<file path="src/design/rprc_pkg.sv">
// Shared types, constants and elaboration-time functions of the readout phase ramp corrector.
`timescale 1ns / 1ps
`default_nettype none
package rprc_pkg;

	localparam int SAMPLE_W          = 16;
	localparam int PHASE_W           = 16;
	localparam int MAX_READOUT       = 1024;
	localparam int POS_W             = $clog2(MAX_READOUT);
	localparam int REG_W             = POS_W + 1;
	localparam int GUARD_W           = 6;
	localparam int GAIN_FRAC         = 20;
	localparam int GAIN_ONE_W        = 30;
	localparam int TURN_W            = 32;
	localparam int Z_W               = TURN_W;
	localparam int DP_W              = SAMPLE_W + GUARD_W + 3;
	localparam int GAIN_W            = GAIN_FRAC + 2;
	localparam int MAX_STAGES        = 32;
	localparam int CORDIC_STAGES_DEF = 16;

	// Configuration register indexes.
	localparam int CFG_ADDR_W = 1;
	localparam logic [CFG_ADDR_W-1:0] REG_READOUT_LENGTH  = 1'd0;
	localparam logic [CFG_ADDR_W-1:0] REG_CORRECTED_LINES = 1'd1;

	localparam logic [REG_W-1:0] READOUT_LENGTH_RST  = REG_W'(256);
	localparam logic [REG_W-1:0] CORRECTED_LINES_RST = REG_W'(256);

	// arctan(2^-i) in units of 2^32 per full turn.
	localparam logic [Z_W-1:0] ATAN_TURNS [MAX_STAGES] = '{
		32'd536870912, 32'd316933406, 32'd167458907, 32'd85004756,
		32'd42667331,  32'd21354465,  32'd10679838,  32'd5340245,
		32'd2670163,   32'd1335087,   32'd667544,    32'd333772,
		32'd166886,    32'd83443,     32'd41722,     32'd20861,
		32'd10430,     32'd5215,      32'd2608,      32'd1304,
		32'd652,       32'd326,       32'd163,       32'd81,
		32'd41,        32'd20,        32'd10,        32'd5,
		32'd3,         32'd1,         32'd1,         32'd0
	};

	typedef struct packed {
		logic signed [SAMPLE_W-1:0] sample_real;
		logic signed [SAMPLE_W-1:0] sample_imag;
		logic        [POS_W-1:0]    readout_position;
		logic        [POS_W-1:0]    line_index;
		logic signed [PHASE_W-1:0]  phase_slope;
		logic        [PHASE_W-1:0]  phase_offset;
	} in_item_t;

	typedef struct packed {
		logic signed [SAMPLE_W-1:0] rotated_real;
		logic signed [SAMPLE_W-1:0] rotated_imag;
	} out_item_t;

	// Data handed from cell to cell along the rotation chain.
	typedef struct packed {
		logic                   byp;
		logic signed [DP_W-1:0] x;
		logic signed [DP_W-1:0] y;
		logic signed [Z_W-1:0]  z;
	} lane_t;

	// Squared CORDIC gain scaled by 2^60, evaluated at elaboration.
	function automatic logic [63:0] rprc_gain_sq(input int stages);
		logic [63:0] g;
		g = 64'd1 << GAIN_ONE_W;
		for (int i = 0; i < MAX_STAGES; i++) begin
			if (i < stages) begin
				g = g + (g >> (2 * i));
			end
		end
		return g << GAIN_ONE_W;
	endfunction

	// Integer square root by the digit-pair method, evaluated at elaboration.
	function automatic logic [63:0] rprc_isqrt(input logic [63:0] v);
		logic [63:0] rem;
		logic [63:0] root;
		logic [63:0] bitv;
		rem  = v;
		root = 64'd0;
		bitv = 64'd1 << 62;
		for (int i = 0; i < 32; i++) begin
			if (rem >= root + bitv) begin
				rem  = rem - (root + bitv);
				root = (root >> 1) + bitv;
			end else begin
				root = root >> 1;
			end
			bitv = bitv >> 2;
		end
		return root;
	endfunction

endpackage
`default_nettype wire

</file>
<file path="src/design/rprc_cell.sv">
// One CORDIC rotation cell with its own valid/ready register stage.
`timescale 1ns / 1ps
`default_nettype none
module rprc_cell
	import rprc_pkg::*;
#(
	parameter int IDX = 0
) (
	input  wire logic  clk,
	input  wire logic  arst_n,
	input  wire logic  up_valid,
	output logic       up_ready,
	input  wire lane_t up_lane,
	output logic       dn_valid,
	input  wire logic  dn_ready,
	output lane_t      dn_lane
);

	localparam logic [$clog2(MAX_STAGES)-1:0] ATAN_IDX = $clog2(MAX_STAGES)'(IDX);
	localparam logic [Z_W-1:0] ATAN = ATAN_TURNS[ATAN_IDX];

	logic signed [DP_W-1:0] dx;
	logic signed [DP_W-1:0] dy;
	lane_t                  nxt;
	logic                   vld_q;
	lane_t                  lane_q;

	always_comb begin
		dx  = up_lane.y >>> IDX;
		dy  = up_lane.x >>> IDX;
		nxt = up_lane;
		if (!up_lane.byp) begin
			// Rotate toward a zero residual angle.
			if (!up_lane.z[Z_W-1]) begin
				nxt.x = up_lane.x - dx;
				nxt.y = up_lane.y + dy;
				nxt.z = up_lane.z - ATAN;
			end else begin
				nxt.x = up_lane.x + dx;
				nxt.y = up_lane.y - dy;
				nxt.z = up_lane.z + ATAN;
			end
		end
	end

	assign up_ready = !vld_q || dn_ready;

	always_ff @(posedge clk or negedge arst_n) begin
		if (!arst_n) begin
			vld_q <= 1'b0;
		end else if (up_ready) begin
			vld_q <= up_valid;
		end
	end

	always_ff @(posedge clk) begin
		if (up_ready && up_valid) begin
			lane_q <= nxt;
		end
	end

	assign dn_valid = vld_q;
	assign dn_lane  = lane_q;

endmodule
`default_nettype wire

</file>
<file path="config.mk">
export PLATFORM = sky130hd
export DESIGN_NAME = rprc_cell
export DESIGN_NICKNAME = d
export VERILOG_FILES = /design/src/design/rprc_pkg.sv /design/src/design/rprc_cell.sv
export SDC_FILE = /design/constraint.sdc
export NUM_CORES = 1
export LEC_CHECK = 0
export BUFFER_PORTS_ARGS = -buffer_cell sky130_fd_sc_hd__buf_2
export CORE_MARGIN = 5
export CORE_UTILIZATION = 50
export DETAILED_ROUTE_END_ITERATION = 8
export PLACE_DENSITY_LB_ADDON = 0.1
export SYNTH_ARGS = -nofsm -noshare
export SYNTH_HDL_FRONTEND = slang
export SYNTH_SLANG_ARGS = --single-unit
</file>
<file path="constraint.sdc">
create_clock -name clk -period 2.6 [get_ports clk]
set_input_delay 0.26 -clock clk [delete_from_list [all_inputs] [get_ports clk]]
set_output_delay 0.26 -clock clk [all_outputs]
set_load 0.1 [all_outputs]
</file>
### After elaboration in Yosys (flattened, before gate mapping)

Index checks and enable logic that the tools add are counted.
Widths: inputs -> output; s select.

| storage, ports and cells | value |
|---|---|
| register bits | 84 |
| word-level logic and storage cells | 15 |

| operators by class | value |
|---|---|
| add/sub/neg operators | 5 |
| multiplexer cells | 2 |
| reductions and logical operators | 3 |

Operators with widths:

| cell | number |
|---|---|
| $mux 82 | 2 |
| $sub 25x25->25 | 2 |
| $add 32x30->32 const B | 1 |
| $sub 32x30->32 const B | 1 |
| $add 25x25->25 | 1 |
| $logic_and 1x1->1 | 1 |
| $logic_not 1->1 | 1 |
| $logic_or 1x1->1 | 1 |

### Longest topological paths before layout

| logic depth | value |
|---|---|
| word-level depth | 3 |
| mapped depth | 12 |
| depth with buffers taken out | 12 |

### Least setup slack after synthesis

OpenSTA, ideal clock, no wires.

| path | value |
|---|---|
| path type | register -> register |
| start | register vld_q, in the netlist dn_valid |
| end | register lane_q (netlist bit dn_lane[0]) (enable) |
| library setup time | 0.450 ns |
| data arrival time | 3.712 ns |
| path slack | -1.562 ns |
| cell stages (with the launch flop) | 3 |
| path buffers | 0 |
| clock period less this slack | 4.162 ns |
| path through | dfrtp_1 > nand2b_1 > and2_1 |

| on the way | value |
|---|---|
| word-level cells in the longest chain between the ends | 3 |

Ends and longest elaborated chain:

| element | line | text |
|---|---|---|
| from (decl) | rprc_cell.sv:25 | `logic vld_q;` |
| from (signal assigned) | rprc_cell.sv:52 | `vld_q <= up_valid;` |
| $logic_not 1->1 | rprc_cell.sv:46 | `assign up_ready = !vld_q \|\| dn_ready;` |
| $logic_or 1x1->1 | rprc_cell.sv:46 |  |
| net up_ready | rprc_cell.sv:12 | `output logic up_ready,` |
| $logic_and 1x1->1 | rprc_cell.sv:57 | `if (up_ready && up_valid) begin` |
| to (signal assigned) | rprc_cell.sv:58 | `lane_q <= nxt;` |
| to (decl) | rprc_cell.sv:26 | `lane_t lane_q;` |

The timed path passes the listed nets, and every way through them passes these cells.
A chain may end at the register's enable or synchronous reset.

==> out/metrics.cfg <==
[clock_tree]
path_clk_slew_ns = 0.07
clock-root-buffer = clkbuf_16
cts_max_path_buffers = 2
cts_buffers = 9
clkLatencyLatePin_ns = 0.35
cts.sinks = 84
htree_levels = 3
cts_tree = done

[floorplanning]
rows = 44
core_mm2 = 0.0144
die_w_um = 130
die-height_um = 130
start_util_pct = 50.4
dieArea_mm2 = 0.0170
io_pins = 172

[cells_and_area]
final_cell_mix = buf_2, buf_4, a21oi_1, edfxtp_1, nor2_1
final_common_cell = buf_2
nFillCells = 1206
n_antenna_cell = 0
fin_nets = 1282
drive_gt1_share_pct = 36.8
design_area_mm2 = 0.00995
area_delta_synth_final_pct = 37.4

[pwr]
p_leak_nw = 4.57
power_w = 0.00545
peakVddDrop_uv = 330
power_density_mw_per_mm2 = 548

[logic_synthesis]
ys_ff_latch = 84
netlist_instances = 810
ys.flop_type = edfxtp_1
ys_seq_area_share_pct = 34.8
synth.avg_cell_area_um2 = 8.94
synth_edf_count = 83
synth_area_mm2 = 0.00724
async_reset_ff_share_pct = 1.19
ys_warn_count = 0
synth_nets = 973
synth_cell_types = 75

[min_path]
hp-class = primary input to register
holdPathStages = 1
holdPathEnd = dn_lane[25]$_DFFE_PP_
min-delay-start = up_lane[25]

[detailed_routing]
dr.first_iter.drc_count = 492
route.met2.wl_um = 10400
routedWlPerCell_um = 17.0
via_per_inst = 5.47
met3_length_um = 1620
drt_wl_total_um = 22200
postRouteAntennaNets = 0
firstDrtPassIters = 5
wl_met1_um = 9770
drcViolationCount = 0
routed-via-count = 7155
highest_layer = met4

[worst_setup_path]
worstPathCellList = buf_2 > buf_6 > ha_1 > nor2_1 > a221oi_2 > buf_4 > a31oi_1 > a31o_2 > o21ai_1 > buf_4 > buf_4 > a21bo_1 > a2bb2oi_1 > xnor2_1 > o21ai_1
worstReg2RegEnd = dn_lane[65]$_DFFE_PP_
cp-start-kind = primary input
critical_path_buf_inv_count = 5
worstReg2RegStart = dn_valid$_DFFE_PN0N_
critical-path-max-stage-delay_ns = 0.34
cp-end-kind = register
crit_family = compound AO/OA/AOI/OAI gates
r2r_slack_ns = 1.07
path_depth = 15
cpMostUsedCell = buf_4
required_ns = 2.70
critPathKind = primary input to register
critPathSlowestCell = a31oi_1
r2r_cells = 3
cp_max_fo = 4
cp.arrival_ns = 2.66

[sta]
setup_viol = 0
rsz0062_at_grt = yes
period_share_pct = 98.6
relSlewSlack_pct = 62.6
fmax_mhz = 390
layout_min_cycle_time_ns = 2.56
slew_violations = 0
worstMarginPinSlew_ns = 0.560
hold_viol = 0
finalClockSkew_ns = 0.00645

[global_routing]
grt.total_usage_pct = 25.6
grt_max_degree = 51
grt_pass1_wl_um = 34400
antenna_found_initial = 0
grt_remaining_overflow = 0
grt_pass1_vias = 6810

[placed_design]
placedInstanceArea_mm2 = 0.00934
place.gp.congestion = 0.962
portBuffers = 171
dp_hpwl_um = 17400

[status]
status = finished clean

[flow_run]
maxCapViolCount = 0

## area by class of cell
cell class | count | area (um^2) | share of cell area, %
clock buffer | 9 | 225 | 2.26
clock inverter | 7 | 73.8 | 0.742
inverter | 72 | 273 | 2.74
multi-input combinational | 615 | 4460 | 44.8
sequential | 84 | 2520 | 25.3
tap | 184 | 230 | 2.31
timing repair buffer | 337 | 2170 | 21.9
## synthesized netlist by cell type (9+ instances only)
cell / n / area [um^2]
o21ai_0: 52 / 260
nand2_1: 54 / 203
o21bai_1: 14 / 105
xnor2_1: 42 / 368
clkbuf_1: 22 / 82.6
nor2_1: 71 / 267
nand2b_1: 13 / 81.3
nor3_1: 13 / 65.1
inv_1: 62 / 233
a21o_1: 11 / 82.6
o21ai_1: 25 / 125
mux2i_1: 17 / 170
a31oi_1: 10 / 62.6
ha_1: 72 / 901
a211oi_1: 10 / 75.1
edfxtp_1: 83 / 2490
nand3_1: 9 / 45.0
nand4_1: 10 / 62.6
a21oi_1: 87 / 435
inv_2: 9 / 33.8
## worst max-delay path by stage
stage	endpoint	slack (ns)	start
after floorplan	dn_lane[56]$_DFFE_PP_	0.007	up_lane[32]
after global placement	dn_lane[56]$_DFFE_PP_	-0.36	up_lane[32]
after detailed placement	dn_lane[81]$_DFFE_PP_	-0.37	up_lane[32]
after CTS	dn_lane[81]$_DFFE_PP_	0.03	up_lane[36]
after global routing	dn_lane[56]$_DFFE_PP_	-0.08	up_lane[57]
final	dn_lane[51]$_DFFE_PP_	0.04	up_lane[58]
## power by group
group | total (W) | switching (W) | internal (W)
Sequential | 0.00165 | 0.0000242 | 0.00163
Clock | 0.00130 | 0.000618 | 0.000680
Combinational | 0.00250 | 0.00165 | 0.000844
## stage by stage
step / setup TNS, ns / utilization [%] / setup WS (ns) / hold WS, ns / std cells
after floorplan: 0 / - / 0.00663 / -0.0356 / 810
after global placement: -6.99 / 65.0 / -0.356 / 0.0353 / 1283
after detailed placement: -7.00 / 65.0 / -0.372 / 0.0412 / 1283
after CTS: 0 / 67.2 / 0.0339 / 0.0668 / 1301
after global routing: -0.415 / 69.2 / -0.0824 / 0.0664 / 1308
final: 0 / 69.2 / 0.0352 / 0.0770 / 1308
## flip-flops by register name, indices dropped and copies added (netlist names)
name and cells:
dn_valid 1, dn_lane 83
## kinds of logic (layout without fill, tap and decap cells)
group | Yosys count | after routing | synth area share (%)
adder cells (fa/ha/maj) | 76 | 76 | 13.5
buffers and inverters | 111 | 425 | 6.58
XOR/XNOR | 45 | 45 | 5.44
flip-flops | 84 | 84 | 34.8
AO/OA/AOI/OAI | 268 | 268 | 23.3
AND/OR/NAND/NOR | 208 | 208 | 13.9
multiplexers | 18 | 18 | 2.51
## metal layers
metal  vias up  track usage (%)
met2       265             41.2
li1       3522                -
met1      3330             35.5
met3        38             3.68
met4         0             9.01
met5         -                0
## timing repair
item	CTS	global route
pin swaps	3	24
endpoints found under the setup margin	2	23
setup buffers	1	7
hold buffers	1	0
hold endpoints to repair	1	0
resized for setup	1	54
Power figures use the tool's default switching activity.
