**src/design/rprc_pkg.sv**
```systemverilog
// Shared types, constants and elaboration-time functions of the readout phase ramp corrector.
`timescale 1ns / 1ps
`default_nettype none
package rprc_pkg;

	localparam int SAMPLE_W          = 16;
	localparam int PHASE_W           = 16;
	localparam int MAX_READOUT       = 1024;
	localparam int POS_W             = $clog2(MAX_READOUT);
	localparam int REG_W             = POS_W + 1;
	localparam int GUARD_W           = 6;
	localparam int GAIN_FRAC         = 20;
	localparam int GAIN_ONE_W        = 30;
	localparam int TURN_W            = 32;
	localparam int Z_W               = TURN_W;
	localparam int DP_W              = SAMPLE_W + GUARD_W + 3;
	localparam int GAIN_W            = GAIN_FRAC + 2;
	localparam int MAX_STAGES        = 32;
	localparam int CORDIC_STAGES_DEF = 16;

	// Configuration register indexes.
	localparam int CFG_ADDR_W = 1;
	localparam logic [CFG_ADDR_W-1:0] REG_READOUT_LENGTH  = 1'd0;
	localparam logic [CFG_ADDR_W-1:0] REG_CORRECTED_LINES = 1'd1;

	localparam logic [REG_W-1:0] READOUT_LENGTH_RST  = REG_W'(256);
	localparam logic [REG_W-1:0] CORRECTED_LINES_RST = REG_W'(256);

	// arctan(2^-i) in units of 2^32 per full turn.
	localparam logic [Z_W-1:0] ATAN_TURNS [MAX_STAGES] = '{
		32'd536870912, 32'd316933406, 32'd167458907, 32'd85004756,
		32'd42667331,  32'd21354465,  32'd10679838,  32'd5340245,
		32'd2670163,   32'd1335087,   32'd667544,    32'd333772,
		32'd166886,    32'd83443,     32'd41722,     32'd20861,
		32'd10430,     32'd5215,      32'd2608,      32'd1304,
		32'd652,       32'd326,       32'd163,       32'd81,
		32'd41,        32'd20,        32'd10,        32'd5,
		32'd3,         32'd1,         32'd1,         32'd0
	};

	typedef struct packed {
		logic signed [SAMPLE_W-1:0] sample_real;
		logic signed [SAMPLE_W-1:0] sample_imag;
		logic        [POS_W-1:0]    readout_position;
		logic        [POS_W-1:0]    line_index;
		logic signed [PHASE_W-1:0]  phase_slope;
		logic        [PHASE_W-1:0]  phase_offset;
	} in_item_t;

	typedef struct packed {
		logic signed [SAMPLE_W-1:0] rotated_real;
		logic signed [SAMPLE_W-1:0] rotated_imag;
	} out_item_t;

	// Data handed from cell to cell along the rotation chain.
	typedef struct packed {
		logic                   byp;
		logic signed [DP_W-1:0] x;
		logic signed [DP_W-1:0] y;
		logic signed [Z_W-1:0]  z;
	} lane_t;

	// Squared CORDIC gain scaled by 2^60, evaluated at elaboration.
	function automatic logic [63:0] rprc_gain_sq(input int stages);
		logic [63:0] g;
		g = 64'd1 << GAIN_ONE_W;
		for (int i = 0; i < MAX_STAGES; i++) begin
			if (i < stages) begin
				g = g + (g >> (2 * i));
			end
		end
		return g << GAIN_ONE_W;
	endfunction

	// Integer square root by the digit-pair method, evaluated at elaboration.
	function automatic logic [63:0] rprc_isqrt(input logic [63:0] v);
		logic [63:0] rem;
		logic [63:0] root;
		logic [63:0] bitv;
		rem  = v;
		root = 64'd0;
		bitv = 64'd1 << 62;
		for (int i = 0; i < 32; i++) begin
			if (rem >= root + bitv) begin
				rem  = rem - (root + bitv);
				root = (root >> 1) + bitv;
			end else begin
				root = root >> 1;
			end
			bitv = bitv >> 2;
		end
		return root;
	endfunction

endpackage
`default_nettype wire

```
**src/design/rprc_gain.sv**
```systemverilog
// Gain compensation, rounding and saturation, ending in the output register.
`timescale 1ns / 1ps
`default_nettype none
module rprc_gain
	import rprc_pkg::*;
#(
	parameter int CORDIC_STAGES = CORDIC_STAGES_DEF
) (
	input  wire logic  clk,
	input  wire logic  arst_n,
	input  wire logic  up_valid,
	output logic       up_ready,
	input  wire lane_t up_lane,
	output logic       dn_valid,
	input  wire logic  dn_ready,
	output out_item_t  dn_data
);

	localparam int P_W = DP_W + GAIN_W;
	localparam int RSH = GAIN_FRAC + GUARD_W;
	localparam logic [63:0] GAIN_ROOT = rprc_isqrt(rprc_gain_sq(CORDIC_STAGES));
	localparam logic [63:0] GAIN_RAW =
		((64'd1 << (GAIN_ONE_W + GAIN_FRAC)) + (GAIN_ROOT >> 1)) / GAIN_ROOT;
	localparam logic signed [GAIN_W-1:0] GAIN_K = GAIN_W'(GAIN_RAW);
	localparam logic signed [GAIN_W-1:0] UNITY  = GAIN_W'(1) << GAIN_FRAC;
	localparam logic signed [P_W-1:0] HALF_LSB  = P_W'(1) << (RSH - 1);
	localparam logic signed [P_W-1:0] SAT_HI    = P_W'((1 << (SAMPLE_W - 1)) - 1);
	localparam logic signed [P_W-1:0] SAT_LO    = -SAT_HI - P_W'(1);

	function automatic logic signed [SAMPLE_W-1:0] round_sat(input logic signed [P_W-1:0] p);
		logic signed [P_W-1:0] r;
		r = (p + HALF_LSB) >>> RSH;
		if (r > SAT_HI) begin
			return SAT_HI[SAMPLE_W-1:0];
		end else if (r < SAT_LO) begin
			return SAT_LO[SAMPLE_W-1:0];
		end
		return r[SAMPLE_W-1:0];
	endfunction

	logic signed [GAIN_W-1:0] k_sel;
	logic signed [P_W-1:0]    mul_x;
	logic signed [P_W-1:0]    mul_y;
	logic signed [P_W-1:0]    prod_x_s1;
	logic signed [P_W-1:0]    prod_y_s1;
	logic                     vld_s1;
	logic                     vld_s2;
	out_item_t                data_s2;
	logic                     rdy_s1;
	logic                     rdy_s2;

	// A bypassed sample is scaled by exactly one so that rounding returns it unchanged.
	assign k_sel = up_lane.byp ? UNITY : GAIN_K;
	assign mul_x = up_lane.x * k_sel;
	assign mul_y = up_lane.y * k_sel;

	assign rdy_s2   = !vld_s2 || dn_ready;
	assign rdy_s1   = !vld_s1 || rdy_s2;
	assign up_ready = rdy_s1;

	always_ff @(posedge clk or negedge arst_n) begin
		if (!arst_n) begin
			vld_s1 <= 1'b0;
			vld_s2 <= 1'b0;
		end else begin
			if (rdy_s1) begin
				vld_s1 <= up_valid;
			end
			if (rdy_s2) begin
				vld_s2 <= vld_s1;
			end
		end
	end

	always_ff @(posedge clk) begin
		if (rdy_s1 && up_valid) begin
			prod_x_s1 <= mul_x;
			prod_y_s1 <= mul_y;
		end
		if (rdy_s2 && vld_s1) begin
			data_s2.rotated_real <= round_sat(prod_x_s1);
			data_s2.rotated_imag <= round_sat(prod_y_s1);
		end
	end

	assign dn_valid = vld_s2;
	assign dn_data  = data_s2;

endmodule
`default_nettype wire
```
**config.mk**
```make
export PLATFORM = sky130hd
export DESIGN_NAME = rprc_gain
export DESIGN_NICKNAME = d
export VERILOG_FILES = /design/src/design/rprc_pkg.sv /design/src/design/rprc_gain.sv
export SDC_FILE = /design/constraint.sdc
export NUM_CORES = 2
export LEC_CHECK = 0
export BUFFER_PORTS_ARGS = -buffer_cell sky130_fd_sc_hd__buf_2
export CORE_MARGIN = 4
export CORE_UTILIZATION = 58
export CTS_CLUSTER_SIZE = 8
export DETAILED_ROUTE_END_ITERATION = 12
export GPL_ROUTABILITY_DRIVEN = 0
export PLACE_DENSITY = 0.84
export SLEW_MARGIN = 20
export SYNTH_ARGS = -nofsm -noshare
export SYNTH_HDL_FRONTEND = slang
export SYNTH_SLANG_ARGS = --single-unit
```
**constraint.sdc**
```tcl
create_clock -name clk -period 3 [get_ports clk]
set_input_delay 0.6 -clock clk [delete_from_list [all_inputs] [get_ports clk]]
set_output_delay 0.6 -clock clk [all_outputs]
set_load 0.01 [all_outputs]
```
After elaboration in Yosys (flattened, before gate mapping)
Index checks and enable logic that the tools add are counted.

cells by class
  add/sub/neg operators = 2
  multiply operators = 2
  order comparisons = 4
  multiplexer cells = 13
  reduce and logical (&&, ||, !) cells = 6

operators by type and width
  kind                                                              number
  two-way mux 16 bit                                                6
  adder 47 x 27 -> 47 bit (second input constant)                   2
  multiplier 25 x 22 -> 47 bit                                      2
  greater-than comparator 21 x 16 -> 1 bit (second input constant)  2
  less-than comparator 21 x 16 -> 1 bit (second input constant)     2
  two-way mux 21 bit                                                1
  two-way mux 1 bit                                                 6
  logical AND 1 bit                                                 2
  logical NOT 1 bit                                                 2
  logical OR 1 bit                                                  2

word-level totals
  register bits after elaboration = 128
  input bits = 87
  logic and storage cells = 33

Depth between registers and ports, before layout
  depth after elaboration = 6
  depth in mapped cells = 29

Least setup slack after synthesis
OpenSTA, ideal clock, no wires.

  kind = input to register
  start = input port up_lane[82] (netlist name)
  end = register prod_y_s1[41] (data pin)
  library setup time = 0.265 ns
  data arrival time = 7.720 ns
  required time = 2.735 ns
  slack = -4.985 ns
  cell stages on the path = 23
  path buffers = 3
  cells stage by stage = clkbuf_1 nand2b_1 buf_1 clkbuf_1 fa_1 xnor2_1 xnor2_1 fa_1 inv_1 fa_1 fa_1 fa_1 fa_1 ha_1 a2111oi_0 o21ai_0 o21ai_0 o22ai_1 a311oi_1 o21bai_1 a21oi_1 o21ai_0 xor2_1

between the ends
  longest elaborated chain between the ends = 2

ends and longest elaborated chain
  what                          RTL line         RTL
  from (decl)                   rprc_gain.sv:13  input wire lane_t up_lane,
  two-way mux 21 bit            rprc_gain.sv:53  assign k_sel = up_lane.byp ? UNITY : GAIN_K;
  multiplier 25 x 22 -> 47 bit  rprc_gain.sv:55  assign mul_y = up_lane.y * k_sel;
  named net mul_y[41]           rprc_gain.sv:43  logic signed [P_W-1:0] mul_y;
  to (signal assigned)          rprc_gain.sv:78  prod_y_s1 <= mul_y;
  to (decl)                     rprc_gain.sv:45  logic signed [P_W-1:0] prod_y_s1;

The timed path passes the listed nets, and every way through them passes these cells.
A chain may end at the register's enable or synchronous reset.

Worst setup path after layout
  start = input port up_lane[82] (netlist name)
  end = register prod_x_s1[43] (data pin)

between the ends
  longest elaborated chain between the ends = 2

ends and longest elaborated chain
  what                          RTL line         RTL
  two-way mux 21 bit            rprc_gain.sv:53
  multiplier 25 x 22 -> 47 bit  rprc_gain.sv:54  assign mul_x = up_lane.x * k_sel;
  named net mul_x[43]           rprc_gain.sv:42  logic signed [P_W-1:0] mul_x;
  to (signal assigned)          rprc_gain.sv:77  prod_x_s1 <= mul_x;
  to (decl)                     rprc_gain.sv:44  logic signed [P_W-1:0] prod_x_s1;

The timed path passes the listed nets, and every way through them passes these cells.

==> impl_results.md <==
* Failing checks: setup timing
* Largest net degree at the start of global routing at 45
* Fmax at 0.138 GHz
* Vias at 24800
* Post-route design area at 34300 sq um
* H-tree depth at 3
* Starting DRT DRC Count at 3030
* Placement Rows at 78
* WP data arrival at 7350 ps
* Commonest cells after routing, fill and taps aside: 776 x inv_1, 535 x fa_1, 529 x buf_4, 378 x ha_1, 136 x nand2_1
* Post-route ant nets at 0
* Worst setup SP type: input pin
* IO Count at 121
* Max Used Layer: met5
* Mapped cell area at 27000 sq um
* Post-Synth Simple-Gate Area at 6.92%
* Crit path largest cell delay at 700 ps
* Fin crit period at 7250 ps
* Reg clk slew, reported paths at 70 ps
* Max Cap Violations at 0
* Slew HR at 42.8%
* Final Max Slew Viols at 0
* Cell count of the worst reg-to-reg path at 9
* Reg2reg setup slack at -60 ps
* Hold Slack at 24.3 ps
* Post-synth EDFFs at 76
* Period utilization at 242%
* Wl on met1 at 31100 microns
* Synth cell types at 73
* Core area at 45700 sq um
* Worst endpoint required time at 3100 ps
* Port bufs at 88
* # setup viols final at 48
* Status: finished, violations left
* Most common cell after layout, fill and taps aside: inv_1
* Die Ht at 224 microns
* Met2 WL at 46100 microns
* Vias in the first global route at 26400
* Dpl hpwl at 66700 microns
* Routed wl met3 at 11600 microns
* DR WL/cell at 25.4 microns
* Die ar. at 50000 sq um
* Maximum clock path buffer count at 2
* Synth Area in Compound Gates at 7.12%
* WL final at 101000 microns
* Post-synthesis mux area share at 0.292%
* R2r startpoint: prod_y_s1[27]$_DFFE_PP_
* GRT overflow at 0
* TritonCTS clock tree: built
* DRT Pass-1 Iters at 8
* Critical Path Fanout Max at 7
* Critical Path Most Common Cell: fa_1
* Via density at 6.24
* Post-DP Area at 32000 sq um
* First-pass GRT wire length at 134000 microns
* Area grow syn2layout at 27.0%
* XOR/XNOR share of the synthesized area at 4.06%
* CTS buffer count at 9
* Synth Register Bits at 78
* Yosys warns at 0
* Slowest CP cell: fa_1
* Worst slew pin tran at 858 ps
* Adder-cell area share of the yosys netlist at 60.8%
* Initial antenna violation count at 6
* Final Worst Setup Slack at -4250 ps
* DRC violations left at 0
* Hold Path Class: input pin to asynchronous set/reset pin
* Nets at 4422
* Starting Density at 59.1%
* RSZ-0062 raised after global routing: true
* Critical path class: input pin to flop
* Die width at 224 microns
* R2R Path End: dn_data[0]$_DFFE_PP_
* Skew-Pair Late Insertion Delay at 350 ps
* Clk root buf: clkbuf_16
* Post-Syn Instances at 2729
* Sinks on Clock Net at 78
* Async S/R FF share, synth at 2.56%
* Crit. End Element: flop
* Largest family of logic cells by synthesized area: adder cells
* Syn Area/Cell at 9.89 sq um
* Pre-CTS setup slack at -4530 ps
* Final Hold Vio Count at 0
* Fill cells at 2351
* Final setup skew at 9.96 ps
* Seq/Total Area, Yosys at 8.64%
* Share of cells above drive strength 1 at 28.2%
* Total track usage at 34.0%
* Worst Setup SP: up_lane[82]
* Main synth FF type: edfxtp_1
==> kinds of logic (layout without fill, tap and decap cells) <==
family	Yosys count	in the layout
other	2	16
DFF	78	78
buffers and inverters	870	1493
and+or+nand+nor	370	370
AOI/OAI and AO/OA	302	302
adders and majority gates	975	975
muxes	7	7
xor gates and xnor gates	125	125
==> worst max-delay path, delay by kind of cell <==
kind	cells	cell delay [ps]
adder cells (fa/ha/maj)	8	4060
buffers and inverters	7	840
AO/OA/AOI/OAI	7	1290
AND/OR/NAND/NOR	3	500
==> sequential cells by signal, summed over array words and instances, names as in the netlist <==
| register | count |
|---|---|
| dn_data | 32 |
| dn_valid | 1 |
| prod_x_s1 | 22 |
| prod_y_s1 | 22 |
| vld_s1 | 1 |
==> layer usage <==
| layer | up-vias | global-route usage [%] |
|---|---|---|
| met5 | - | 0 |
| met4 | 8 | 21.9 |
| met3 | 1039 | 6.24 |
| met2 | 2293 | 59.7 |
| met1 | 11800 | 38.1 |
| li1 | 9613 | - |
==> synth_stat cells (4+ instances only) <==
master | n | area [sq um]
a2111oi_0 | 4 | 35.0
a211oi_1 | 15 | 113
a21boi_0 | 6 | 45.0
a21o_1 | 39 | 293
a21oi_1 | 74 | 370
a31oi_1 | 15 | 93.8
and2_1 | 16 | 100
and3_1 | 6 | 37.5
clkbuf_1 | 41 | 154
edfxtp_1 | 76 | 2280
fa_1 | 560 | 11200
ha_1 | 415 | 5190
inv_1 | 822 | 3090
nand2_1 | 137 | 514
nand2b_1 | 47 | 294
nand3_1 | 27 | 135
nand4_1 | 18 | 113
nor2_1 | 57 | 214
nor2b_1 | 20 | 125
nor3_1 | 11 | 55.1
nor4_1 | 4 | 25.0
o211ai_1 | 9 | 67.6
o21a_1 | 15 | 113
o21ai_0 | 73 | 365
o21ai_1 | 9 | 45.0
o21ai_2 | 10 | 87.6
o22ai_1 | 5 | 31.3
o31ai_1 | 4 | 30.0
xnor2_1 | 76 | 666
xor2_1 | 49 | 429
==> area by class of cell <==
type | instances | area [sq um] | area share, %
well taps | 600 | 751 | 2.19
clock buffers | 9 | 225 | 0.657
flip-flops and latches | 78 | 2330 | 6.80
diodes | 1 | 2.50 | 0.00730
multi-input cells | 1794 | 22800 | 66.5
repair buffers | 654 | 4970 | 14.5
inverters | 823 | 3140 | 9.17
clock inverters | 7 | 56.3 | 0.164
==> repair_timing <==
action | in CTS | in global routing
endpoints found under the setup margin | 44 | 74
resized for setup | 155 | 127
pin swaps | 83 | 99
buffers inserted | 41 | 56
hold buffers | 0 | 0
gates cloned | 1 | 1
==> worst max-delay path by stage <==
stage	to	depth (start not counted)
after floorplan	prod_x_s1[43]$_DFFE_PP_	25
after detailed placement	prod_y_s1[46]$_DFFE_PP_	23
final	prod_x_s1[43]$_DFFE_PP_	25
after global placement	prod_y_s1[46]$_DFFE_PP_	22
after global routing	prod_x_s1[39]$_DFFE_PP_	26
after CTS	prod_x_s1[43]$_DFFE_PP_	28
==> metrics by stage <==
stage / std cells / utilization (%) / setup TNS (ps)
after floorplan: 2742 / - / -160070
after global placement: 3858 / 70.0 / -174060
after detailed placement: 3858 / 70.0 / -185930
after CTS: 3916 / 72.9 / -156860
after global routing: 3965 / 75.0 / -181280
final: 3966 / 75.1 / -176970
Power is not shown: default switching activity piles up to over one toggle a cycle in this logic, so the estimate is an artifact.
